File: src/design/two_view_triangulate_inliers_defines.svh
// Assertion macros shared by the triangulation block.
// They assume a clock named clk and an active-low reset named arst_n in scope.
`ifndef TWO_VIEW_TRIANGULATE_INLIERS_DEFINES_SVH
`define TWO_VIEW_TRIANGULATE_INLIERS_DEFINES_SVH
`ifndef ASSERT_OFF
`define TVT_ASSERT(lbl, prop) \
	lbl: assert property (@(posedge clk) disable iff (!arst_n) prop) else $error("tvt check failed");
`define TVT_ASSERT_ALWAYS(lbl, prop) \
	lbl: assert property (@(posedge clk) prop) else $error("tvt check failed");
`else
`define TVT_ASSERT(lbl, prop)
`define TVT_ASSERT_ALWAYS(lbl, prop)
`endif
`endif

File: src/design/tvt_pkg.sv
package tvt_pkg;

	localparam int FRAC_BITS  = 16;
	localparam int INDEX_BITS = 16;

	// Shared multiplier operands and accumulator.
	localparam int MAC_W  = 34;
	localparam int ACC_W  = 2 * MAC_W;
	// Divider dividend is a 32-bit value scaled up by the fraction bits.
	localparam int DIV_NW = 32 + FRAC_BITS;
	localparam int DIV_CW = $clog2(DIV_NW);
	// Left ray term l0 * f1 after the fraction shift.
	localparam int XM_W   = 51 - FRAC_BITS;

	localparam int CFG_IDX_W  = 3;
	localparam int CFG_DATA_W = 64;

	localparam logic [53:0] ROT_ONE = 54'(1 << FRAC_BITS);

	typedef enum logic [CFG_IDX_W-1:0] {
		REG_ROT0,
		REG_ROT1,
		REG_ROT2,
		REG_TRANS,
		REG_ERR_THR,
		REG_ERR_SCALE
	} cfg_reg_t;

	typedef struct packed {
		logic valid;
		logic clear;
		logic neg;
	} mac_req_t;

	typedef struct packed {
		logic busy;
		logic done;
	} unit_stat_t;

	localparam logic signed [ACC_W-1:0] SAT_HI = ACC_W'(32'sh7fff_ffff);
	localparam logic signed [ACC_W-1:0] SAT_LO = -SAT_HI;
	localparam logic [47:0] SUM_MAX = '1;

	// Symmetric saturation to the 32-bit signed range.
	function automatic logic signed [31:0] sat32(input logic signed [ACC_W-1:0] v);
		logic signed [31:0] r;
		if (v > SAT_HI) begin
			r = 32'sh7fff_ffff;
		end else if (v < SAT_LO) begin
			r = -32'sh7fff_ffff;
		end else begin
			r = v[31:0];
		end
		return r;
	endfunction

endpackage

File: src/design/tvt_mac.sv
module tvt_mac import tvt_pkg::*; (
	input  logic                    clk,
	input  logic                    arst_n,
	input  mac_req_t                req,
	input  logic signed [MAC_W-1:0] op_a,
	input  logic signed [MAC_W-1:0] op_b,
	output logic signed [ACC_W-1:0] acc
);

	logic signed [2*MAC_W-1:0] prod_s1;
	mac_req_t                  ctl_s1;
	logic signed [ACC_W-1:0]   acc_q;
	logic signed [ACC_W-1:0]   base;

	always_ff @(posedge clk or negedge arst_n) begin
		if (!arst_n) begin
			ctl_s1 <= '0;
		end else begin
			ctl_s1 <= req;
		end
	end

	always_ff @(posedge clk) begin
		prod_s1 <= op_a * op_b;
	end

	assign base = ctl_s1.clear ? '0 : acc_q;

	always_ff @(posedge clk) begin
		if (ctl_s1.valid) begin
			acc_q <= ctl_s1.neg ? base - ACC_W'(prod_s1) : base + ACC_W'(prod_s1);
		end
	end

	assign acc = acc_q;

endmodule

File: config.mk
export PLATFORM = sky130hd
export DESIGN_NAME = tvt_mac
export DESIGN_NICKNAME = d
export VERILOG_FILES = /design/src/design/two_view_triangulate_inliers_defines.svh /design/src/design/tvt_pkg.sv /design/src/design/tvt_mac.sv
export SDC_FILE = /design/constraint.sdc
export NUM_CORES = 2
export LEC_CHECK = 0
export BUFFER_PORTS_ARGS = -buffer_cell sky130_fd_sc_hd__buf_2
export CORE_MARGIN = 3
export CORE_UTILIZATION = 50
export DETAILED_ROUTE_END_ITERATION = 10
export HOLD_SLACK_MARGIN = 0.08
export PLACE_DENSITY = 0.66
export REMOVE_ABC_BUFFERS = 1
export SLEW_MARGIN = 20
export SYNTH_ARGS = -nofsm -noshare
export SYNTH_HDL_FRONTEND = slang
export SYNTH_SLANG_ARGS = --single-unit
File: constraint.sdc
create_clock -name clk -period 5.9 [get_ports clk]
set_input_delay 0.59 -clock clk [delete_from_list [all_inputs] [get_ports clk]]
set_output_delay 0.59 -clock clk [all_outputs]
set_load 0.005 [all_outputs]
==> impl_metrics.yaml <==
clock_network:
  clock_latency_ns: 0.43
  cts_made_buffers: 17
  cts_buffer_depth: 2
  path_clk_slew_ns: 0.06
  cts_tree: "done"
  cts_root_buffer: "clkbuf_16"
  clock-sinks: 139
  cts_max_level: 4
synth:
  ys_async_sr_fraction_pct: 2.16
  syn_area_um2: 50900
  synth_edf_count: 68
  yosysWarnings: 0
  synthFlopType: "edfxtp_1"
  synth_top_area_share_pct: 48.9
  synth_top_area_cell: "fa_1"
  synth_top_cells_by_area: "fa_1, inv_1, and2_1"
  syn_inst: 5515
  synthTopCellsByCount: "fa_1, inv_1, nand2_1"
  synth_seq_area_share_pct: 6.84
  synth.ff_latch_count: 139
  synthDistinctLibCells: 74
  synth.most_common_cell: "fa_1"
  avgSynthCellArea_um2: 9.22
timing:
  setup_viol: 51
  rsz0062_at_grt: "yes"
  fin_crit_ns: 7.14
  worst_pin_slew_ns: 0.954
  timing.final.crit_share_pct: 121
  clock.fmax_mhz: 140
  fin_ws_ns: -1.24
  fin_skew_ns: 0.0142
  finalHoldViolCount: 0
  drv_slew: 0
  maxSlewHeadroom_pct: 36.4
die:
  initial_core_util_pct: 50.6
  die-area_um2: 106000
  die_h_um: 325
  rows: 116
  io_pins: 141
  fp.dieW_um: 325
  coreArea_um2: 100000
route:
  drc_errors: 0
  drtPass1Iterations: 6
  maxUsedRoutingLayer: "met4"
  vias_per_cell: 5.29
  wl_um: 144000
  wl_met1_um: 57500
  detail-route-antenna-nets: 0
  wl_met3_um: 7360
  drtIter0Drc: 2440
  via_count: 39014
  met2_length_um: 73800
  wl_per_cell_um: 19.6
min_path:
  holdCritStartpoint: "req[0]"
  hold_path.class: "primary input to register"
  hold-path-endpoint: "ctl_s1[0]$_DFF_PN0_"
  whs_path_depth: 1
worst_setup_path:
  rrSetupSlack_ns: 0.55
  worstSetupStartpointType: "primary input"
  worstRegToRegCells: 18
  critPathRequiredTime_ns: 6.23
  r2r_end: "acc[67]$_DFFE_PP_"
  r2r-start: "prod_s1[17]$_DFF_P_"
  arrival_ns: 7.47
  worstSetupPathType: "primary input to register"
  end_kind: "register"
  path_max_fanout: 18
outcome:
  outcome: "finished, violations left"
  failed_checks: "setup timing"
layout:
  synthToLayoutAreaGrowth_pct: 18.6
  nNetsFinal: 7589
  final_area_um2: 60300
  drive_above_1_share_pct: 18.5
place:
  post-dp-hpwl_um: 121000
  port-buffer-count: 140
  preCtsSetupSlack_ns: -2.16
  dpl_cell_area_um2: 56400
  gp_congestion: 0.928
grt:
  grt_max_degree: 69
  grt_overflow: 0
  antenna_found_initial: 1
  grt_pass1_wl_um: 233000
  grt_pass1_vias: 43151
  track_usage_pct: 27.8
run:
  cap_violations: 0
[registers in the layout (all words and copies together), names as in the netlist]
name     cells
acc         68
prod_s1     68
ctl_s1       3
[kinds of logic (layout without fill, tap and decap cells)]
| kind of cell | Yosys count | after routing | synth area share [%] |
|---|---|---|---|
| compound gates | 492 | 492 | 6.16 |
| other cells | 0 | 1 | 0 |
| fa+ha+maj | 1514 | 1514 | 55.6 |
| xor+xnor | 206 | 206 | 3.56 |
| buf+inv | 1500 | 2000 | 11.1 |
| simple gates | 1662 | 1662 | 16.7 |
| flops | 139 | 139 | 6.84 |
| mux | 2 | 2 | 0.0418 |
[how the worst max path moves through the flow]
stage,from,endpoint,depth (start not counted)
global route,op_b[6],prod_s1[65]$_DFF_P_,29
CTS,op_a[33],prod_s1[65]$_DFF_P_,23
floorplan,op_b[1],prod_s1[64]$_DFF_P_,22
detailed placement,op_a[25],prod_s1[67]$_DFF_P_,26
global placement,op_b[1],prod_s1[67]$_DFF_P_,28
finish,op_a[25],prod_s1[61]$_DFF_P_,27
[layout by cell type (no fill, tap or decap), types with 13 or more instances in the layout]
master     Yosys  routed
inv_2          0      44
o21ai_2        0      16
a211oi_1      15      14
xor2_1        61      60
edfxtp_1      68      68
buf_4          0     494
fa_1        1242    1191
nor2b_1       79      77
nor2_1       130     122
buf_12         0      45
o21ai_1       13      17
inv_1       1229    1183
a21oi_2        0      35
a21oi_1      166     123
nor4_1        15      13
o21a_1        18      18
or3_1         15      13
clkbuf_16      0      20
and2_1       623     598
fa_2           0      51
buf_2          1      82
nand2_1      633     613
xnor2_1      144     133
a21o_1        75      75
and2_4         0      25
dfxtp_1       68      68
nand4_1       25      25
nor3_1        30      26
nand2b_1      22      20
buf_8          0      19
ha_4           0      41
nand3_1       35      32
nand2_2        0      16
ha_1         272     228
buf_6          1      88
o21ai_0       77      53
o211ai_1      14      14
o21bai_1      27      23
[through the flow]
step	cells	hold WS (ns)	TNS [ns]	utilization, %
global placement	7260	0.385	-87.90	56.2
detailed placement	7260	0.386	-89.92	56.2
floorplan	5244	0.294	-47.35	-
finish	7373	0.263	-44.60	60.0
global route	7372	0.244	-53.22	60.0
CTS	7347	0.243	-43.39	59.1
[area by class of cell]
type / count / area [um2]
well taps: 1357 / 1700
inverters: 1229 / 4620
diodes: 1 / 2.50
repair buffers: 739 / 6570
fillers: 8537 / 40100
flip-flops and latches: 139 / 3480
clock buffers: 21 / 460
multi-input cells: 3876 / 43400
clock inverters: 11 / 83.8
[metal layers]
layer	track usage (%)	vias up
met5	0	-
met4	9.05	0
met3	3.22	346
met2	49.9	1190
met1	35.1	20111
li1	-	17367
[repair_timing]
| action | in CTS | in global routing |
|---|---|---|
| endpoints found under the hold margin | 3 | 0 |
| gates resized for setup | 471 | 184 |
| buffers inserted | 58 | 30 |
| endpoints found under the setup margin | 55 | 54 |
| pin swaps | 182 | 149 |
| hold buffers | 1 | 0 |
| gates cloned | 4 | 3 |
[worst max-delay path, stage by stage]
cell and delay [ns]:
buf_6 0.16, and2_4 0.17, fa_1 0.53, inv_1 0.06, fa_1 0.53, inv_1 0.05
fa_1 0.54, inv_1 0.06, fa_1 0.47, fa_1 0.52, inv_1 0.06, fa_1 0.49
fa_1 0.58, inv_1 0.07, fa_1 0.49, inv_2 0.05, ha_4 0.22, a21oi_4 0.16
o211ai_1 0.15, a41oi_2 0.23, a31o_2 0.17, o31a_1 0.32, o311ai_2 0.14, buf_4 0.18
a31oi_4 0.20, o21ai_2 0.08, xor2_1 0.15
Power is not shown: default switching activity piles up to over one toggle a cycle in this logic, so the estimate is an artifact.
