### src/design/two_view_triangulate_inliers_defines.svh
// Assertion macros shared by the triangulation block.
// They assume a clock named clk and an active-low reset named arst_n in scope.
`ifndef TWO_VIEW_TRIANGULATE_INLIERS_DEFINES_SVH
`define TWO_VIEW_TRIANGULATE_INLIERS_DEFINES_SVH
`ifndef ASSERT_OFF
`define TVT_ASSERT(lbl, prop) \
	lbl: assert property (@(posedge clk) disable iff (!arst_n) prop) else $error("tvt check failed");
`define TVT_ASSERT_ALWAYS(lbl, prop) \
	lbl: assert property (@(posedge clk) prop) else $error("tvt check failed");
`else
`define TVT_ASSERT(lbl, prop)
`define TVT_ASSERT_ALWAYS(lbl, prop)
`endif
`endif

### src/design/tvt_pkg.sv
package tvt_pkg;

	localparam int FRAC_BITS  = 16;
	localparam int INDEX_BITS = 16;

	// Shared multiplier operands and accumulator.
	localparam int MAC_W  = 34;
	localparam int ACC_W  = 2 * MAC_W;
	// Divider dividend is a 32-bit value scaled up by the fraction bits.
	localparam int DIV_NW = 32 + FRAC_BITS;
	localparam int DIV_CW = $clog2(DIV_NW);
	// Left ray term l0 * f1 after the fraction shift.
	localparam int XM_W   = 51 - FRAC_BITS;

	localparam int CFG_IDX_W  = 3;
	localparam int CFG_DATA_W = 64;

	localparam logic [53:0] ROT_ONE = 54'(1 << FRAC_BITS);

	typedef enum logic [CFG_IDX_W-1:0] {
		REG_ROT0,
		REG_ROT1,
		REG_ROT2,
		REG_TRANS,
		REG_ERR_THR,
		REG_ERR_SCALE
	} cfg_reg_t;

	typedef struct packed {
		logic valid;
		logic clear;
		logic neg;
	} mac_req_t;

	typedef struct packed {
		logic busy;
		logic done;
	} unit_stat_t;

	localparam logic signed [ACC_W-1:0] SAT_HI = ACC_W'(32'sh7fff_ffff);
	localparam logic signed [ACC_W-1:0] SAT_LO = -SAT_HI;
	localparam logic [47:0] SUM_MAX = '1;

	// Symmetric saturation to the 32-bit signed range.
	function automatic logic signed [31:0] sat32(input logic signed [ACC_W-1:0] v);
		logic signed [31:0] r;
		if (v > SAT_HI) begin
			r = 32'sh7fff_ffff;
		end else if (v < SAT_LO) begin
			r = -32'sh7fff_ffff;
		end else begin
			r = v[31:0];
		end
		return r;
	endfunction

endpackage

### src/design/tvt_div.sv
module tvt_div import tvt_pkg::*; (
	input  logic                     clk,
	input  logic                     arst_n,
	input  logic                     start,
	input  logic signed [DIV_NW-1:0] dividend,
	input  logic signed [31:0]       divisor,
	output unit_stat_t               stat,
	output logic signed [DIV_NW:0]   quotient
);

	logic [DIV_NW-1:0] quo_q;
	logic [31:0]       rem_q;
	logic [31:0]       den_q;
	logic              neg_q;
	logic              busy_q;
	logic              done_q;
	logic [DIV_CW-1:0] cnt_q;
	logic [32:0]       shifted;
	logic [32:0]       diff;
	logic              take;

	// Restoring division on magnitudes, one quotient bit a cycle.
	always_comb begin
		shifted = {rem_q, quo_q[DIV_NW-1]};
		diff    = shifted - {1'b0, den_q};
		take    = shifted >= {1'b0, den_q};
	end

	always_ff @(posedge clk or negedge arst_n) begin
		if (!arst_n) begin
			busy_q <= 1'b0;
			done_q <= 1'b0;
			cnt_q  <= '0;
		end else begin
			done_q <= 1'b0;
			if (start) begin
				busy_q <= 1'b1;
				cnt_q  <= '0;
			end else if (busy_q) begin
				cnt_q <= cnt_q + 1'b1;
				if (cnt_q == DIV_CW'(DIV_NW - 1)) begin
					busy_q <= 1'b0;
					done_q <= 1'b1;
				end
			end
		end
	end

	always_ff @(posedge clk) begin
		if (start) begin
			quo_q <= dividend[DIV_NW-1] ? DIV_NW'(-dividend) : DIV_NW'(dividend);
			rem_q <= '0;
			den_q <= divisor[31] ? 32'(-divisor) : 32'(divisor);
			neg_q <= dividend[DIV_NW-1] ^ divisor[31];
		end else if (busy_q) begin
			rem_q <= take ? diff[31:0] : shifted[31:0];
			quo_q <= {quo_q[DIV_NW-2:0], take};
		end
	end

	// Sign applied to the magnitude gives truncation toward zero.
	assign quotient = neg_q ? -$signed({1'b0, quo_q}) : $signed({1'b0, quo_q});
	assign stat     = '{busy: busy_q, done: done_q};

endmodule

### config.mk
export PLATFORM = sky130hd
export DESIGN_NAME = tvt_div
export DESIGN_NICKNAME = d
export VERILOG_FILES = /design/src/design/two_view_triangulate_inliers_defines.svh /design/src/design/tvt_pkg.sv /design/src/design/tvt_div.sv
export SDC_FILE = /design/constraint.sdc
export NUM_CORES = 1
export LEC_CHECK = 0
export BUFFER_PORTS_ARGS = -buffer_cell sky130_fd_sc_hd__buf_2
export CORE_ASPECT_RATIO = 2
export CORE_MARGIN = 2
export CORE_UTILIZATION = 55
export DETAILED_ROUTE_END_ITERATION = 8
export PLACE_DENSITY = 0.77
export SETUP_SLACK_MARGIN = 0.4
export SYNTH_ARGS = -nofsm -noshare
export SYNTH_HDL_FRONTEND = slang
export SYNTH_SLANG_ARGS = --single-unit
### constraint.sdc
create_clock -name clk -period 8.9 [get_ports clk]
set_clock_uncertainty 0.1 [all_clocks]
set_input_delay 1.78 -clock clk [delete_from_list [all_inputs] [get_ports clk]]
set_output_delay 1.78 -clock clk [all_outputs]
set_load 0.02 [all_outputs]
==> results of run 1 <==
==> flip-flops by register name (all words and copies together), names as in the netlist <==
name	count
cnt_q	6
den_q	32
rem_q	32
busy_q	1
quo_q	48
done_q	1
neg_q	1
==> final timing paths <==
check	from	to	slack (ps)	depth (start not counted)
setup / recovery	quo_q[2]	quotient[45]	3480	9
hold / removal	rem_q[31]	rem_q[31]	380	2
setup reg to reg	den_q[11]	rem_q[31]	4540	10
hold reg to reg	rem_q[31]	rem_q[31]	380	2
max in group asynchronous	arst_n	busy_q	7420	1
min in group asynchronous	arst_n	done_q	1090	1
==> cells by family (layout without fill, tap and decap cells) <==
family	Yosys count	in the layout	synth area share
multiplexers	25	25	0.0281
AO/OA/AOI/OAI	286	286	0.203
buffers and inverters	104	223	0.0447
AND/OR/NAND/NOR	297	297	0.162
XOR/XNOR	154	154	0.149
flip-flops	121	121	0.362
adder cells (fa/ha/maj)	37	37	0.0520
==> per-layer routing <==
layer  global-route usage  up-vias
met5                    0        -
met2                0.531      238
met3               0.0504       83
met4                0.178        0
li1                     -     3936
met1                0.262     3848
==> synthesized netlist by cell type (all sizes together), types with 6 or more instances <==
cell type | count | area share
inv | 53 | 0.022
a21oi | 83 | 0.046
o31ai | 29 | 0.025
xor2 | 66 | 0.064
nor4 | 12 | 0.0083
o211ai | 6 | 0.0050
nand2 | 84 | 0.035
or4 | 17 | 0.015
nand2b | 8 | 0.0055
o41ai | 20 | 0.020
nor3 | 11 | 0.0061
a31oi | 6 | 0.0042
mux2i | 22 | 0.024
a21o | 21 | 0.017
nand3 | 10 | 0.0055
dfxtp | 32 | 0.071
o21ai | 68 | 0.038
edfxtp | 81 | 0.27
nor2b | 7 | 0.0048
dfrtp | 8 | 0.022
clkbuf | 46 | 0.019
xnor2 | 88 | 0.085
ha | 36 | 0.050
nor2 | 91 | 0.038
or2 | 8 | 0.0055
a211oi | 23 | 0.019
or3 | 26 | 0.021
==> report_power, final <==
group | switching, mW | leakage [nW] | total [mW] | internal (mW)
Sequential | 0.0882 | 1.18 | 0.801 | 0.713
Combinational | 0.606 | 2.77 | 1.03 | 0.423
Clock | 0.249 | 0.275 | 0.682 | 0.432
Total | 0.943 | 4.22 | 2.51 | 1.57
==> critical path, stage by stage (launching register included) <==
cell	delay [ps]
edfxtp_1	450
nor4_1	410
nand2_1	160
or4_1	500
or3_1	480
o21ai_0	380
nand2_1	170
a21oi_1	190
xnor2_1	170
buf_2	200
==> final cells by class <==
type | count | share of cell area
Multi-Input combinational cell | 799 | 0.518
Inverter | 53 | 0.0192
Timing Repair Buffer | 138 | 0.0680
Sequential cell | 121 | 0.316
Clock inverter | 12 | 0.0127
Clock buffer | 20 | 0.0421
Tap cell | 204 | 0.0246
==> summary.md, run 1 <==
| Metric | Value |
|---|---|
| Startpoint Class | flip-flop |
| Placer Congestion | 0.934 |
| Synthesis-to-layout area growth | 14.7% |
| Multi-input gate area | 5370 µm² |
| Dpl hpwl | 17,500 µm |
| Final Util | 0.641 |
| DR DRC count | 0 |
| Non-filler cells, final | 1,347 |
| Dpl cell area | 9800 µm² |
| CP Data Required Time | 7020 ps |
| I/O Pins | 134 |
| Power density over the cells | 242 nW/µm² |
| Crit share post-route | 0.609 |
| Register area | 3270 µm² |
| Power Total | 2.51 mW |
| Cells after Synth | 1,024 |
| I/O Buffers | 133 |
| Slew Limit Headroom | 0.290 |
| Starting density of the core | 0.559 |
| First-pass GRT wire length | 38,000 µm |
| Final setup viols | 0 |
| Seq/Total Area, Yosys | 0.362 |
| Final Max Slew Viols | 0 |
| # hold bufs at CTS | 0 |
| Fill cells | 1,415 |
| Total negative slack | 0 ps |
| VDD IR max | 0.000152 V |
| Worst Hold Class | reg2reg |
| Tmin final | 5420 ps |
| Metal3 WL | 990 µm |
| Std cell rows | 66 |
| Unrepaired setup endpoints after global routing | false |
| Final hold slack | 383 ps |
| Clk slew on worst S/H paths | 50 ps |
| Max layer used | met4 |
| Avg Inst Size Synth | 8.83 µm² |
| Post-Route WL | 23,700 µm |
| Worst Setup Slack, final | 3480 ps |
| Worst Path Max Fanout | 5 |
| Clk root buf | clkbuf_16 |
| M1 WL | 8130 µm |
| Worst-margin pin slew | 1060 ps |
| Via/cell ratio | 6.02 |
| Synth Register Bits | 121 |
| DR WL met2 | 13,300 µm |
| Number of clock sinks | 121 |
| Core Region | 16,200 µm² |
| GRT overflow | 0 |
| Total setup buffers inserted after CTS | 0 |
| Die Area | 17,500 µm² |
| Wire length per cell | 17.6 µm |
| DRT iter0 DRCs | 367 |
| DRT antenna net count | 0 |
| Arrival time worst endpoint | 3540 ps |
| N_diodes | 0 |
| Share of cells above drive strength 1 | 0.161 |
| Vias post-DR | 8,105 |
| EDFF count, synth | 81 |
| WS Path Type | reg2out |
| Largest net degree at the start of global routing | 68 |
| Post_cts resized | 0 |
| Crit end category | output pin |
| Die X | 94.7 µm |
| Commonest cells after routing, fill and taps aside | buf_2, nor2_1, xnor2_1 |
| Syn Nets | 1,144 |
| Worst-Skew Late Latency | 430 ps |
| YS warnings | 0 |
| Static Leakage | 4.22 nW |
| Final Hold Fails | 0 |
| DP Worst Slack | 3450 ps |
| H-Tree Depth | 4 |
| Pre-antenna DRT Iters | 5 |
| Placed Cells | 1,315 |
| Nets@finish | 1,250 |
| Distinct cells, synth | 62 |
| Final instance area | 10,400 µm² |
| Ys flop type | edfxtp_1 |
| Number of antenna violations at the first check in global routing | 0 |
| Maxcap violations | 0 |
| Vias in the first global route | 8,128 |
| Commonest non-fill, non-tap cell in the layout | buf_2 |
| Die Height | 185 µm |
| FFs w/ async S/R, synth | 0.0661 |
| Cell Area, Synth | 9040 µm² |
| GRT Overall Usage | 0.279 |
| CTS tree | done |
| CTS max path bufs | 2 |
| Status | finished, final reports clean |
| Number of buffers created by CTS | 17 |
| Highest clock rate | 184 MHz |
Note: power is estimated with default switching activity, not from simulation.
==> run 2: changes to the inputs <==
- clock period: 8.9 -> 5.1 ns (I/O delays scaled with it)
==> summary.md, run 2 (synthesized netlist as in run 1, its figures left out) <==
| Metric | Value |
|---|---|
| Maxcap violations | 0 (unchanged) |
| DRT antenna net count | 0 (unchanged) |
| Std cell rows | 66 (unchanged) |
| Highest clock rate | 221 MHz |
| Die X | 94.7 µm (unchanged) |
| Clk root buf | clkbuf_16 |
| CTS max path bufs | 2 (unchanged) |
| Worst-margin pin slew | 1060 ps (-8.61 ps) |
| Worst Setup Slack, final | 576 ps (-2900 ps) |
| Vias post-DR | 8,082 (-0.28%) |
| Nets@finish | 1,253 (+0.24%) |
| Dpl cell area | 9830 µm² (+0.23%) |
| Post-Route WL | 23,600 µm (-0.24%) |
| Critical Path Stages | 8 (-1) |
| CP Cell Sequence | nor4_2 -> nand3_1 -> or4_1 -> or4_4 -> or3_1 -> o21ai_0 -> xnor2_1 -> buf_2 |
| CP startpoint | quo_q[6] |
| Worst Path Max Fanout | 5 (unchanged) |
| Tmin final | 4520 ps |
| DP Worst Slack | 564 ps (-2890 ps) |
| Largest regs | quo_q (48), den_q (32), rem_q (32) |
| Final Hold Fails | 0 (unchanged) |
| CTS tree | done |
| # hold bufs at CTS | 0 (unchanged) |
| Wire length per cell | 17.5 µm (-0.38%) |
| DRT iter0 DRCs | 354 (-3.5%) |
| Crit share post-route | 0.887 |
| Clk slew on worst S/H paths | 50 ps (about the same) |
| Core Region | 16,200 µm² (unchanged) |
| Final Max Slew Viols | 0 (unchanged) |
| Arrival time worst endpoint | 3400 ps (-140 ps) |
| Die Height | 185 µm (unchanged) |
| Max reg flops | 48 (unchanged) |
| GRT overflow | 0 (unchanged) |
| Share of cells above drive strength 1 | 0.168 (+0.00671) |
| DR DRC count | 0 (unchanged) |
| Startpoint Class | flip-flop |
| N_diodes | 0 (unchanged) |
| Total negative slack | 0 ps (unchanged) |
| Unrepaired setup endpoints after global routing | false |
| CP Data Required Time | 3980 ps (-3040 ps) |
| VDD IR max | 0.000263 V (+73%) |
| Synthesis-to-layout area growth | 14.9% |
| Slew Limit Headroom | 0.295 (+0.00575) |
| Crit end category | output pin |
| Worst Hold Class | in2async |
| H-Tree Depth | 4 (unchanged) |
| Vias in the first global route | 8,213 (+1.0%) |
| I/O Buffers | 133 (unchanged) |
| Number of buffers created by CTS | 17 (unchanged) |
| I/O Pins | 134 (unchanged) |
| Number of antenna violations at the first check in global routing | 0 (unchanged) |
| FF-to-FF End | rem_q[2] |
| Status | finished, final reports clean |
| Number of clock sinks | 121 (unchanged) |
| Pre-antenna DRT Iters | 5 (unchanged) |
| Commonest non-fill, non-tap cell in the layout | buf_2 |
| Power density over the cells | 417 nW/µm² (+72%) |
| WS Path Type | reg2out |
| Worst setup endpoint | quotient[44] |
| Placer Congestion | 0.944 (+1.1%) |
| Dpl hpwl | 17,700 µm (+1.6%) |
| Reg2Reg Setup Slack | 1320 ps (-3220 ps) |
| FF-to-FF Start | den_q[16] |
| Cell family contributing the most delay on the critical path | simple AND/OR/NAND/NOR gates |
| Final instance area | 10,400 µm² (+0.24%) |
| Crit path buf inv count | 1 (unchanged) |
| Die Area | 17,500 µm² (unchanged) |
| Via/cell ratio | 5.99 (-0.43%) |
| Worst-Skew Late Latency | 430 ps (about the same) |
| Commonest cells after routing, fill and taps aside | buf_2, nor2_1, xnor2_1 |
| Final setup viols | 0 (unchanged) |
| First-pass GRT wire length | 38,300 µm (+0.84%) |
| Static Leakage | 4.23 nW (+0.26%) |
| Largest net degree at the start of global routing | 82 (+21%) |
| Max incr delay on CP | 540 ps (+40 ps) |
| Starting density of the core | 0.559 (unchanged) |
| Cell count of the worst reg-to-reg path | 12 (+2) |
| GRT Overall Usage | 0.279 (-0.000295) |
| Biggest register | quo_q |
| CP max-delay cell | or4_1 |
run 2: cell types whose count changed in the layout (fill, tap and decap cells not counted), sizes merged:
cell	delta
buf	+3
bufinv	-1
run 2: worst min-delay path by stage:
stage	slack, ps	depth (start not counted)	endpoint	from
after floorplan	330	2	rem_q[31]	rem_q[31]
after global placement	360	2	rem_q[31]	rem_q[31]
after detailed placement	370	2	rem_q[31]	rem_q[31]
after global routing	340	1	done_q	arst_n
after CTS	330	1	done_q	arst_n
final	340	1	done_q	arst_n
run 2: per-layer routing:
layer / global-route usage / vias up / routed length, µm / share of wire
li1: - / 3934 / - / -
met1: 0.261 / 3829 / 7950 / 0.34
met2: 0.540 / 241 / 13600 / 0.57
met3: 0.0553 / 78 / 1050 / 0.045
met4: 0.153 / 0 / 1050 / 0.044
met5: 0 / - / 0 / 0
run 2: area by class of cell:
| type | instances | area (µm²) |
|---|---|---|
| Clock inverter | 11 | 106 |
| Multi-Input combinational cell | 799 | 5400 |
| Sequential cell | 121 | 3270 |
| Tap cell | 204 | 255 |
| Inverter | 53 | 199 |
| Clock buffer | 20 | 437 |
| Fill cell | 1434 | 5790 |
| Timing Repair Buffer | 141 | 728 |
run 2: per-stage QoR:
step	total power [mW]	hold slack, ps	utilization	instances
finish	4.34	338	0.642	1349
global route	4.60	342	0.642	1349
CTS	4.33	332	0.641	1349
detailed placement	3.19	372	0.607	1318
global placement	3.16	363	0.607	1318
floorplan	2.72	334	-	1024
run 2: what timing repair did:
action                                  CTS  global route
endpoints found under the hold margin     0             0
resized for setup                         1             5
buffers inserted                          0             0
endpoints found under the setup margin    1             7
run 2: where the power goes:
| group | leakage, nW | switching, mW | internal, mW |
|---|---|---|---|
| sequential | 1.18 | 0.162 | 1.24 |
| combinational | 2.79 | 1.05 | 0.751 |
| clock | 0.264 | 0.430 | 0.705 |
