<file path="src/design/two_view_triangulate_inliers_defines.svh">
// Assertion macros shared by the triangulation block.
// They assume a clock named clk and an active-low reset named arst_n in scope.
`ifndef TWO_VIEW_TRIANGULATE_INLIERS_DEFINES_SVH
`define TWO_VIEW_TRIANGULATE_INLIERS_DEFINES_SVH
`ifndef ASSERT_OFF
`define TVT_ASSERT(lbl, prop) \
	lbl: assert property (@(posedge clk) disable iff (!arst_n) prop) else $error("tvt check failed");
`define TVT_ASSERT_ALWAYS(lbl, prop) \
	lbl: assert property (@(posedge clk) prop) else $error("tvt check failed");
`else
`define TVT_ASSERT(lbl, prop)
`define TVT_ASSERT_ALWAYS(lbl, prop)
`endif
`endif

</file>
<file path="src/design/tvt_pkg.sv">
package tvt_pkg;

	localparam int FRAC_BITS  = 16;
	localparam int INDEX_BITS = 16;

	// Shared multiplier operands and accumulator.
	localparam int MAC_W  = 34;
	localparam int ACC_W  = 2 * MAC_W;
	// Divider dividend is a 32-bit value scaled up by the fraction bits.
	localparam int DIV_NW = 32 + FRAC_BITS;
	localparam int DIV_CW = $clog2(DIV_NW);
	// Left ray term l0 * f1 after the fraction shift.
	localparam int XM_W   = 51 - FRAC_BITS;

	localparam int CFG_IDX_W  = 3;
	localparam int CFG_DATA_W = 64;

	localparam logic [53:0] ROT_ONE = 54'(1 << FRAC_BITS);

	typedef enum logic [CFG_IDX_W-1:0] {
		REG_ROT0,
		REG_ROT1,
		REG_ROT2,
		REG_TRANS,
		REG_ERR_THR,
		REG_ERR_SCALE
	} cfg_reg_t;

	typedef struct packed {
		logic valid;
		logic clear;
		logic neg;
	} mac_req_t;

	typedef struct packed {
		logic busy;
		logic done;
	} unit_stat_t;

	localparam logic signed [ACC_W-1:0] SAT_HI = ACC_W'(32'sh7fff_ffff);
	localparam logic signed [ACC_W-1:0] SAT_LO = -SAT_HI;
	localparam logic [47:0] SUM_MAX = '1;

	// Symmetric saturation to the 32-bit signed range.
	function automatic logic signed [31:0] sat32(input logic signed [ACC_W-1:0] v);
		logic signed [31:0] r;
		if (v > SAT_HI) begin
			r = 32'sh7fff_ffff;
		end else if (v < SAT_LO) begin
			r = -32'sh7fff_ffff;
		end else begin
			r = v[31:0];
		end
		return r;
	endfunction

endpackage

</file>
<file path="src/design/tvt_isqrt.sv">
module tvt_isqrt import tvt_pkg::*; (
	input  logic        clk,
	input  logic        arst_n,
	input  logic        start,
	input  logic [63:0] value,
	output unit_stat_t  stat,
	output logic [31:0] root
);

	logic [63:0] val_q;
	logic [33:0] rem_q;
	logic [31:0] root_q;
	logic [4:0]  cnt_q;
	logic        busy_q;
	logic        done_q;
	logic [35:0] rem_sh;
	logic [35:0] trial;
	logic        take;

	// Two radicand bits enter each cycle and one root bit is decided.
	always_comb begin
		rem_sh = {rem_q, val_q[63:62]};
		trial  = {2'b00, root_q, 2'b01};
		take   = rem_sh >= trial;
	end

	always_ff @(posedge clk or negedge arst_n) begin
		if (!arst_n) begin
			busy_q <= 1'b0;
			done_q <= 1'b0;
			cnt_q  <= '0;
		end else begin
			done_q <= 1'b0;
			if (start) begin
				busy_q <= 1'b1;
				cnt_q  <= '0;
			end else if (busy_q) begin
				cnt_q <= cnt_q + 1'b1;
				if (cnt_q == 5'd31) begin
					busy_q <= 1'b0;
					done_q <= 1'b1;
				end
			end
		end
	end

	always_ff @(posedge clk) begin
		if (start) begin
			val_q  <= value;
			rem_q  <= '0;
			root_q <= '0;
		end else if (busy_q) begin
			val_q  <= {val_q[61:0], 2'b00};
			rem_q  <= take ? 34'(rem_sh - trial) : rem_sh[33:0];
			root_q <= {root_q[30:0], take};
		end
	end

	assign root = root_q;
	assign stat = '{busy: busy_q, done: done_q};

endmodule

</file>
<file path="config.mk">
export PLATFORM = sky130hd
export DESIGN_NAME = tvt_isqrt
export DESIGN_NICKNAME = d
export VERILOG_FILES = /design/src/design/two_view_triangulate_inliers_defines.svh /design/src/design/tvt_pkg.sv /design/src/design/tvt_isqrt.sv
export SDC_FILE = /design/constraint.sdc
export NUM_CORES = 1
export LEC_CHECK = 0
export BUFFER_PORTS_ARGS = -buffer_cell sky130_fd_sc_hd__buf_2
export CORE_ASPECT_RATIO = 1.5
export CORE_MARGIN = 3
export CORE_UTILIZATION = 40
export DETAILED_ROUTE_END_ITERATION = 6
export GPL_TIMING_DRIVEN = 0
export PLACE_DENSITY_LB_ADDON = 0.15
export SETUP_SLACK_MARGIN = 0.3
export SLEW_MARGIN = 20
export SYNTH_ARGS = -nofsm -noshare
export SYNTH_HDL_FRONTEND = slang
export SYNTH_SLANG_ARGS = --single-unit
</file>
<file path="constraint.sdc">
create_clock -name clk -period 5.25 [get_ports clk]
set_input_delay 1.05 -clock clk [delete_from_list [all_inputs] [get_ports clk]]
set_output_delay 1.05 -clock clk [all_outputs]
set_load 0.05 [all_outputs]
</file>
==> impl_metrics.yaml, run 1 <==
outcome:
  outcome: "finished, final reports clean"
route:
  first_pass_iters: 6
  vias_per_cell: 5.28
  wl_met2_mm: 9.95
  wl_mm: 19.1
  met3_length_um: 962
  met1_length_mm: 7.67
  drt_iter0_drc: 225
  via_count: 5936
  ant_nets: 0
  highest_layer: "met4"
  wire_per_inst_um: 17.0
  drc: 0
pwr:
  vdd_drop_max_v: 0.000275
  power_switching_mw: 1.93
  pwr-share-seq_pct: 27.4
  cellLeakagePower_nw: 4.13
  pwr-share-clk_pct: 25.2
  p_per_area_nw_per_um2: 560
  switching_share_pct: 37.8
  p_int_mw: 3.17
  p_comb_share_pct: 47.4
yosys:
  yosys-top-cells-area: "edfxtp_1, dfxtp_1, mux2_2"
  async_flop_share_pct: 5.11
  synth_flop_cell: "dfxtp_1"
  yosysSeqAreaShare_pct: 44.7
  synth-edff-count: 64
  yosysWarningCount: 0
  syn-num-nets: 845
  synth-seq-cells: 137
  ys_types: 70
  netlist_area_um2: 7650
  postSynthAreaPerCell_um2: 10.3
  syn_inst: 742
  synth_top_cell_by_area: "edfxtp_1"
  synth_top_area_share_pct: 25.1
place:
  place.gp.congestion: 0.880
  dp_hpwl_mm: 14.2
  port_buffers: 99
worst_setup_path:
  worst_setup_path_end_kind: "flip-flop"
  regToRegSetupSlack_ns: 2.03
  path_class: "reg2reg"
  slowest_stage: "dfxtp_1"
  path_max_fanout: 10
  start_kind: "flip-flop"
  worstPathRequired_ns: 5.52
  arrival_ns: 3.49
  r2r_cells: 13
  cpPeakStageDelay_ns: 0.39
  path_cells: "inv_1 -> ha_1 -> clkbuf_1 -> nand3_1 -> nor3_1 -> a211oi_1 -> a22oi_1 -> nand2_1 -> o21bai_1 -> buf_6 -> buf_6 -> mux2i_1 -> a211oi_1"
grt:
  grt_pass1_vias: 6128
  track_usage_pct: 18.8
  grt_pass1_wl_mm: 31.3
  grt_start_max_net_pins: 39
  antenna_found_initial: 0
  gr-total-overflow: 0
cts:
  cts_buffers: 17
  clkSinkCount: 137
  clock_latency_ns: 0.42
  path_clk_slew_ns: 0.06
  post_cts_buffers: 0
  cts_tree: "yes"
  hold_buffers: 0
  ctsResizeCount: 0
  cts-htree-levels: 4
  cts_buffer_depth: 2
  ctsRootBufferMaster: "clkbuf_16"
run:
  drv_cap: 0
sta:
  finalSetupTns_ns: 0
  final-setup-viol-count: 0
  worst-slew-pin-transition_ns: 0.827
  max_freq_ghz: 0.311
  drv_slew: 0
  skew_ns: 0.00687
  layout_min_cycle_time_ns: 3.22
  rsz0062_at_grt: "false"
  slew_headroom_pct: 44.2
  fin_crit_sh_pct: 61.3
  holdWs_ns: 0.453
  hold_viol_final: 0
hold_path:
  min_path_type: "in2async"
floorplan:
  io_pins: 101
  core_um2: 18600
  dieArea_um2: 20900
  start_util_pct: 41.1
  rows: 61
  dieHeight_um: 175
  die_w_um: 119
finish:
  final_layout_size_suffix_gt1_share_pct: 24.5
  final_cell_mix: "buf_2, nor2_1, dfxtp_1"
  nFillCells: 1837
  final_common_cell: "buf_2"
  antenna_cells: 0
  syn_to_final_growth_pct: 19.1
  layout.nets: 964
==> cells by family after synthesis <==
logic type / synth area share [%]
flops: 44.7
fa+ha+maj: 5.89
xor+xnor: 2.86
mux: 16.7
simple gates: 10.8
buf+inv: 5.10
compound gates: 14.0
==> sequential cells by signal, summed over array words and instances (netlist names) <==
name    count
rem_q      34
done_q      1
cnt_q       5
val_q      64
root       32
busy_q      1
==> stage by stage <==
| step | total power, mW | setup WS, ns | utilization [%] | cells | instance area [um2] |
|---|---|---|---|---|---|
| finish | 5.10 | 2.03 | 48.9 | 1125 | 9110 |
| detailed placement | 3.82 | 1.96 | 45.6 | 1094 | 8490 |
| global route | 5.44 | 1.80 | 48.9 | 1125 | 9110 |
| CTS | 5.13 | 2.00 | 48.9 | 1125 | 9110 |
| global placement | 3.81 | 0.665 | 45.4 | 1093 | 8460 |
| floorplan | 3.28 | 1.92 | - | 742 | 7650 |
==> worst max-delay path: cells and delay by family (launching register included) <==
kind                     cells  cell delay, ns
AO/OA/AOI/OAI                4            0.74
adder cells (fa/ha/maj)      1            0.27
flip-flops                   1            0.39
AND/OR/NAND/NOR              3            0.68
multiplexers                 1            0.30
buffers and inverters        4            0.69
==> cell type report <==
type | count | area (um2) | share of cell area (%)
repair buffers | 100 | 515 | 5.66
well taps | 252 | 315 | 3.46
clock buffers | 18 | 429 | 4.71
flip-flops and latches | 137 | 3420 | 37.5
clock inverters | 13 | 194 | 2.13
plain buffers | 43 | 203 | 2.22
inverters | 50 | 188 | 2.06
multi-input cells | 512 | 3850 | 42.2
==> synthesized netlist by cell type, drive strengths merged (3+ instances only) <==
master   count
mux2        63
a21o        16
ha          36
a31oi        8
o21ai       19
a311oi       3
nor3        10
o21a         5
o311ai       3
buf         18
nor4         3
dfxtp       66
clkbuf      25
o211ai       5
edfxtp      64
o2111ai      3
xnor2       15
nor2        83
nand2       34
mux2i       56
xor2        10
and2         4
dfrtp        7
a211oi      31
nand3       17
and3         8
nand2b       5
nand4        9
or2          3
o221ai       3
a21oi       27
inv         50
==> power groups by stage <==
stage,Combinational (mW),Sequential (mW),Clock [mW]
3_3_place_gp,2.39,1.42,0
5_1_grt,2.67,1.42,1.34
2_1_floorplan,1.87,1.41,0
6_report,2.42,1.40,1.28
3_5_place_dp,2.40,1.42,0
4_1_cts,2.42,1.40,1.31
==> per-layer routing <==
metal,vias up,track usage (%)
met1,2822,20.8
met2,135,34.1
li1,2949,-
met3,30,4.93
met5,-,0
met4,0,7.35
==> worst paths after layout <==
check / startpoint / end
worst max-delay path: root[15] / rem_q[28]
worst min-delay path: arst_n / cnt_q[1]
min in group clk: rem_q[33] / rem_q[33]
worst min register to register: rem_q[33] / rem_q[33]
max in group asynchronous: arst_n / cnt_q[2]
worst max register to register: root[15] / rem_q[28]
Note: power is estimated with default switching activity, not from simulation.
==> inputs of run 2 (changes only) <==
ABC_AREA = 1   (was default)
clock period = 2.6 ns   (was 5.25 ns; I/O delays follow)
==> run 2 against run 1 <==
Against the previous run:
- sequential share of layout area is 4.0 points lower
- die area is 8.7% higher
- via count up 27%
- core utilization is 1.5 points higher
- critical path type unchanged
==> impl_metrics.yaml, run 2 <==
sta:
  rsz0062_at_grt: "true"
  final.setup.worst_slack_ns: 0.378
  skew_ns: 0.0106
  max_freq_ghz: 0.450
  final-setup-viol-count: 0
  fin_crit_sh_pct: 85.5
  holdWs_ns: 0.343
  drv_slew: 0
  worst-slew-pin-transition_ns: 0.655
  hold_viol_final: 0
  layout_min_cycle_time_ns: 2.22
  slew_headroom_pct: 56.3
route:
  wl_mm: 23.5
  ant_nets: 0
  vias_per_cell: 4.85
  wire_per_inst_um: 15.1
  via_count: 7562
  drc: 0
  first_pass_iters: 5
  drt_iter0_drc: 253
pwr:
  power_mw: 12.6
  cellLeakagePower_nw: 5.15
  vdd_drop_max_v: 0.000472
  p_per_area_nw_per_um2: 1220
cts:
  cts_buffers: 17
  cts_tree: "yes"
  cts-htree-levels: 4
  path_clk_slew_ns: 0.06
  clkSinkCount: 137
  cts_buffer_depth: 2
  clock_latency_ns: 0.44
  ctsRootBufferMaster: "clkbuf_16"
outcome:
  outcome: "finished, final reports clean"
worst_setup_path:
  path_class: "reg2reg"
  worstPathRequired_ns: 2.93
  cp_top_family: "simple AND/OR/NAND/NOR gates"
  arrival_ns: 2.55
  path_cells: "inv_1 -> ha_4 -> nand2_1 -> nor2_4 -> nand2_2 -> nor2_4 -> nand2_2 -> a21oi_4 -> nor2_4 -> nand2_8 -> buf_12 -> nand3_2 -> nand2_1 -> nand2_1"
  slowest_stage: "ha_4"
  worst_setup_path_end_kind: "flip-flop"
  path_max_fanout: 10
  start_kind: "flip-flop"
  cpPeakStageDelay_ns: 0.33
  crit_buf_inv: 2
finish:
  fin_area_um2: 10300
  syn_to_final_growth_pct: 23.5
  final_common_cell: "nand2_1"
  largest_reg_flops: 64
  antenna_cells: 0
  layout.nets: 1386
  largest-register: "val_q"
  final_layout_size_suffix_gt1_share_pct: 23.0
  final_cell_mix: "nand2_1, inv_1, buf_2"
yosys:
  postSynthAreaPerCell_um2: 7.23
  ys_types: 40
  synth_most_common_cell: "nand2_1"
  async_flop_share_pct: 5.11
  synth-edff-count: 64
  synth_top_area_share_pct: 23.0
  synth_flop_cell: "dfxtp_1"
  syn-num-nets: 1257
  synthTopCellsByCount: "nand2_1, inv_1, dfxtp_1"
  yosysWarningCount: 0
  yosys-top-cells-area: "edfxtp_1, nand2_1, dfxtp_1"
  netlist_area_um2: 8340
  syn_inst: 1154
  synth_top_cell_by_area: "edfxtp_1"
  synth-seq-cells: 137
  yosysSeqAreaShare_pct: 41.0
floorplan:
  rows: 64
  core_um2: 20400
  dieHeight_um: 183
  dieArea_um2: 22700
  start_util_pct: 40.8
  io_pins: 101
  die_w_um: 124
grt:
  grt_pass1_wl_mm: 37.0
  track_usage_pct: 21.1
  grt_pass1_vias: 7571
  gr-total-overflow: 0
  grt_start_max_net_pins: 74
  antenna_found_initial: 0
place:
  post-place-ws_ns: -0.384
  port_buffers: 99
  dp_hpwl_mm: 18.1
  placed_cell_area_um2: 9200
  place.gp.congestion: 0.948
hold_path:
  min_path_type: "in2reg"
run:
  drv_cap: 0
run 2: cell count changes in the layout (fill, tap and decap cells not counted), moves of 24 or more:
cell / before / now
ha_4: 0 / 25
nand2_1: 33 / 461
nand3_1: 17 / 53
mux2_2: 62 / 0
a211oi_1: 30 / 1
mux2i_1: 56 / 0
dfxtp_2: 0 / 27
dfxtp_1: 66 / 39
inv_1: 50 / 152
ha_1: 36 / 11
nor2_1: 83 / 59
o22ai_1: 2 / 31
run 2: cell type report:
class,count,area (um2)
Fill cell,2129,10100
Clock buffer,20,489
Multi-Input combinational cell,819,4500
Clock inverter,12,109
Tap cell,264,330
Timing Repair Buffer,110,584
Buffer,36,228
Inverter,162,608
Sequential cell,137,3450
run 2: per-stage QoR:
step	cells	setup TNS, ns	utilization [%]
6_report	1560	0	50.4
5_1_grt	1560	0	50.4
4_1_cts	1557	0	49.0
3_5_place_dp	1517	-25.68	45.1
3_3_place_gp	1517	-24.53	45.1
2_1_floorplan	1154	0	-
run 2: per-layer routing:
| layer | vias to the layer above | part of all wire [%] | track usage, % | wire, um |
|---|---|---|---|---|
| met1 | 3432 | 39 | 22.8 | 9180 |
| met3 | 53 | 4.2 | 4.35 | 985 |
| met5 | - | 0 | 0 | 0 |
| li1 | 3909 | - | - | - |
| met2 | 168 | 52 | 38.1 | 12200 |
| met4 | 0 | 4.7 | 10.7 | 1100 |
run 2: worst reg2reg max path: cells and delay by family (launching register included):
kind | cells | cell delay, ns
simple gates | 10 | 1.05
buf+inv | 2 | 0.25
compound gates | 1 | 0.14
flops | 1 | 0.32
fa+ha+maj | 1 | 0.34
run 2: timing repair:
action                                  in CTS  in global routing
gates resized for setup                     25                 48
buffers inserted                             7                  3
hold buffers                                 1                  0
pin swaps                                    3                  9
hold endpoints to repair                     7                  0
endpoints found under the setup margin     108                 65
run 2: final timing paths:
kind	depth (start not counted)	to	slack, ns	start
worst max-delay path	14	rem_q[24]	0.38	root[18]
worst min register to register	2	rem_q[32]	0.46	rem_q[32]
worst max register to register	14	rem_q[24]	0.38	root[18]
max in group asynchronous	2	cnt_q[3]	1.98	arst_n
min in group asynchronous	2	cnt_q[1]	0.45	arst_n
worst min-delay path	3	val_q[0]	0.34	value[0]
run 2: report_power, final:
group	switching (mW)	total [mW]	internal, mW
Sequential	0.247	2.86	2.62
Combinational	4.46	7.29	2.83
Clock	1.01	2.47	1.46
Total	5.71	12.6	6.91
run 2: logic make-up (layout without fill, tap and decap cells):
| group | count (synthesis) | count (layout) | synth area share [%] |
|---|---|---|---|
| and+or+nand+nor | 667 | 667 | 34.9 |
| buffers and inverters | 198 | 340 | 9.80 |
| DFF | 137 | 137 | 41.0 |
| AOI/OAI and AO/OA | 100 | 100 | 7.20 |
| adders and majority gates | 36 | 36 | 5.40 |
| xor gates and xnor gates | 16 | 16 | 1.68 |
==> inputs of run 3 (changes only) <==
PLACE_DENSITY = 0.72   (was default)
PLACE_DENSITY_LB_ADDON = default   (was 0.15)
==> run 3 against run 2 <==
Against the previous run:
- the run now ends with DRC left
- power grew 4.0%
- first-iteration DRC count rose by 57%
- clock power shrank 6%
- core utilization is 1.4 points higher
- largest cell class unchanged
==> impl_metrics.yaml, run 3 (synthesized netlist as in run 2, its figures left out) <==
hold_path:
  hold_depth: 3
  min_path_type: "in2reg"
grt:
  grt_pass1_wl_mm: 37.2
  antenna_found_initial: 0
  grt_start_max_net_pins: 74
  grt_pass1_vias: 7646
  track_usage_pct: 21.1
  gr-total-overflow: 0
pwr:
  p_comb_share_pct: 60.2
  power_switching_mw: 5.98
  power_mw: 13.1
  vdd_drop_max_v: 0.000619
  pwr-share-clk_pct: 17.7
  pwr-share-seq_pct: 22.1
  p_int_mw: 7.14
  p_per_area_nw_per_um2: 1240
  cellLeakagePower_nw: 5.27
  switching_share_pct: 45.6
worst_setup_path:
  crit_top_cell: "nand2_1"
  crit_cells: 12
  r2r-start: "root[1]"
  regToRegSetupSlack_ns: 0.41
  path_max_fanout: 7
  cp-startpoint: "root[1]"
  reg2reg_to: "rem_q[24]"
  worst_setup_path_end_kind: "flip-flop"
  worstPathRequired_ns: 2.92
  endpoint: "rem_q[24]"
  slowest_stage: "dfxtp_2"
  r2r_cells: 12
  arrival_ns: 2.50
  crit_buf_inv: 2
  cpPeakStageDelay_ns: 0.33
  path_cells: "inv_1 -> ha_4 -> nand2_1 -> o21ai_2 -> nand2_1 -> nand3_2 -> nand3_4 -> nand2_8 -> buf_12 -> nand3_2 -> nand2_1 -> nand2_1"
  cp_top_family: "simple AND/OR/NAND/NOR gates"
  start_kind: "flip-flop"
  path_class: "reg2reg"
sta:
  slew_headroom_pct: 54.2
  rsz0062_at_grt: "false"
  final-setup-viol-count: 0
  max_freq_ghz: 0.457
  skew_ns: 0.0122
  hold_viol_final: 0
  fin_crit_sh_pct: 84.1
  worst-slew-pin-transition_ns: 0.688
  drv_slew: 0
  layout_min_cycle_time_ns: 2.19
  final.setup.worst_slack_ns: 0.414
cts:
  cts_buffer_depth: 2
  clkSinkCount: 137
  cts-htree-levels: 4
  clock_latency_ns: 0.43
  ctsRootBufferMaster: "clkbuf_16"
  path_clk_slew_ns: 0.06
  cts_buffers: 17
  cts_tree: "yes"
place:
  post-place-ws_ns: -0.417
  port_buffers: 99
  dp_hpwl_mm: 18.0
  place.gp.congestion: 0.971
route:
  drc: 1
  ant_nets: 0
  first_pass_iters: 7
  wire_per_inst_um: 15.0
  drt_iter0_drc: 398
  wl_mm: 23.8
  via_count: 7752
  vias_per_cell: 4.90
finish:
  final_cell_mix: "nand2_1, inv_1, buf_2"
  largest_reg_flops: 64
  syn_to_final_growth_pct: 27.0
  largest-register: "val_q"
  final_layout_size_suffix_gt1_share_pct: 25.9
  antenna_cells: 0
  layout.nets: 1408
  final_common_cell: "nand2_1"
outcome:
  outcome: "finished with violations"
  violations: "DRC"
floorplan:
  io_pins: 101
  core_um2: 20400
  dieHeight_um: 183
  dieArea_um2: 22700
  start_util_pct: 40.8
  die_w_um: 124
  rows: 64
run:
  drv_cap: 0
## run 3: cell count changes in the layout (fill, tap and decap cells not counted), moves of 2 or more
cell and change:
buf_6 +2, buf_4 +17, nor2_2 -2, ha_4 +5, inv_6 +4, inv_1 -10, nor2_4 +3, ha_1 -5
nand2_2 +2, nand2_4 +4, nand2_1 -5, inv_2 +10
## run 3: tightest hold or removal path, cell delays in order
cell and delay [ns]:
buf_2 0.07, nand2_1 0.04, nand2_1 0.05
## run 3: cell type report
cell class	instances	area, um2
inverter	162	608
tap	264	330
multi-input combinational	820	4620
fill	1989	9830
buffer	36	230
sequential	137	3450
timing repair buffer	131	786
clock inverter	15	138
clock buffer	17	425
## run 3: worst min-delay path by stage
| stage | to | startpoint | slack [ns] |
|---|---|---|---|
| after global placement | done_q | arst_n | 0.37 |
| after global routing | val_q[63] | value[63] | 0.36 |
| after CTS | val_q[1] | value[1] | 0.33 |
| after floorplan | busy_q | arst_n | 0.22 |
| final | val_q[28] | value[28] | 0.36 |
| after detailed placement | done_q | arst_n | 0.37 |
## run 3: metrics by stage
stage                     instances  area (um2)  TNS, ns  util, %  hold WS [ns]
after floorplan                1154        8380        0        -         0.224
after global placement         1517        9200   -25.32     45.1         0.370
after detailed placement       1517        9200   -27.04     45.1         0.370
after CTS                      1557       10200        0     49.7         0.333
after global routing           1582       10600        0     51.9         0.355
final                          1582       10600        0     51.9         0.356
## run 3: power by group through the flow
stage | registers [mW] | logic, mW | clock network, mW
floorplan | 2.85 | 5.02 | 0
global placement | 2.83 | 6.56 | 0
detailed placement | 2.84 | 6.61 | 0
CTS | 2.85 | 7.11 | 2.38
global route | 2.94 | 8.75 | 2.47
finish | 2.90 | 7.89 | 2.32
## run 3: layer usage
layer / GRT usage, % / vias to the layer above / wire [um]
met4: 10.3 / 0 / 990
met2: 38.8 / 187 / 12600
li1: - / 3977 / -
met5: 0 / - / 0
met1: 22.6 / 3536 / 9160
met3: 4.10 / 52 / 1000
## run 3: timing repair
item	CTS	global route
gates resized for setup	42	56
setup endpoints to repair	107	34
hold endpoints to repair	7	0
hold buffers	1	0
buffers inserted	7	22
cloned	0	3
pin swaps	3	34
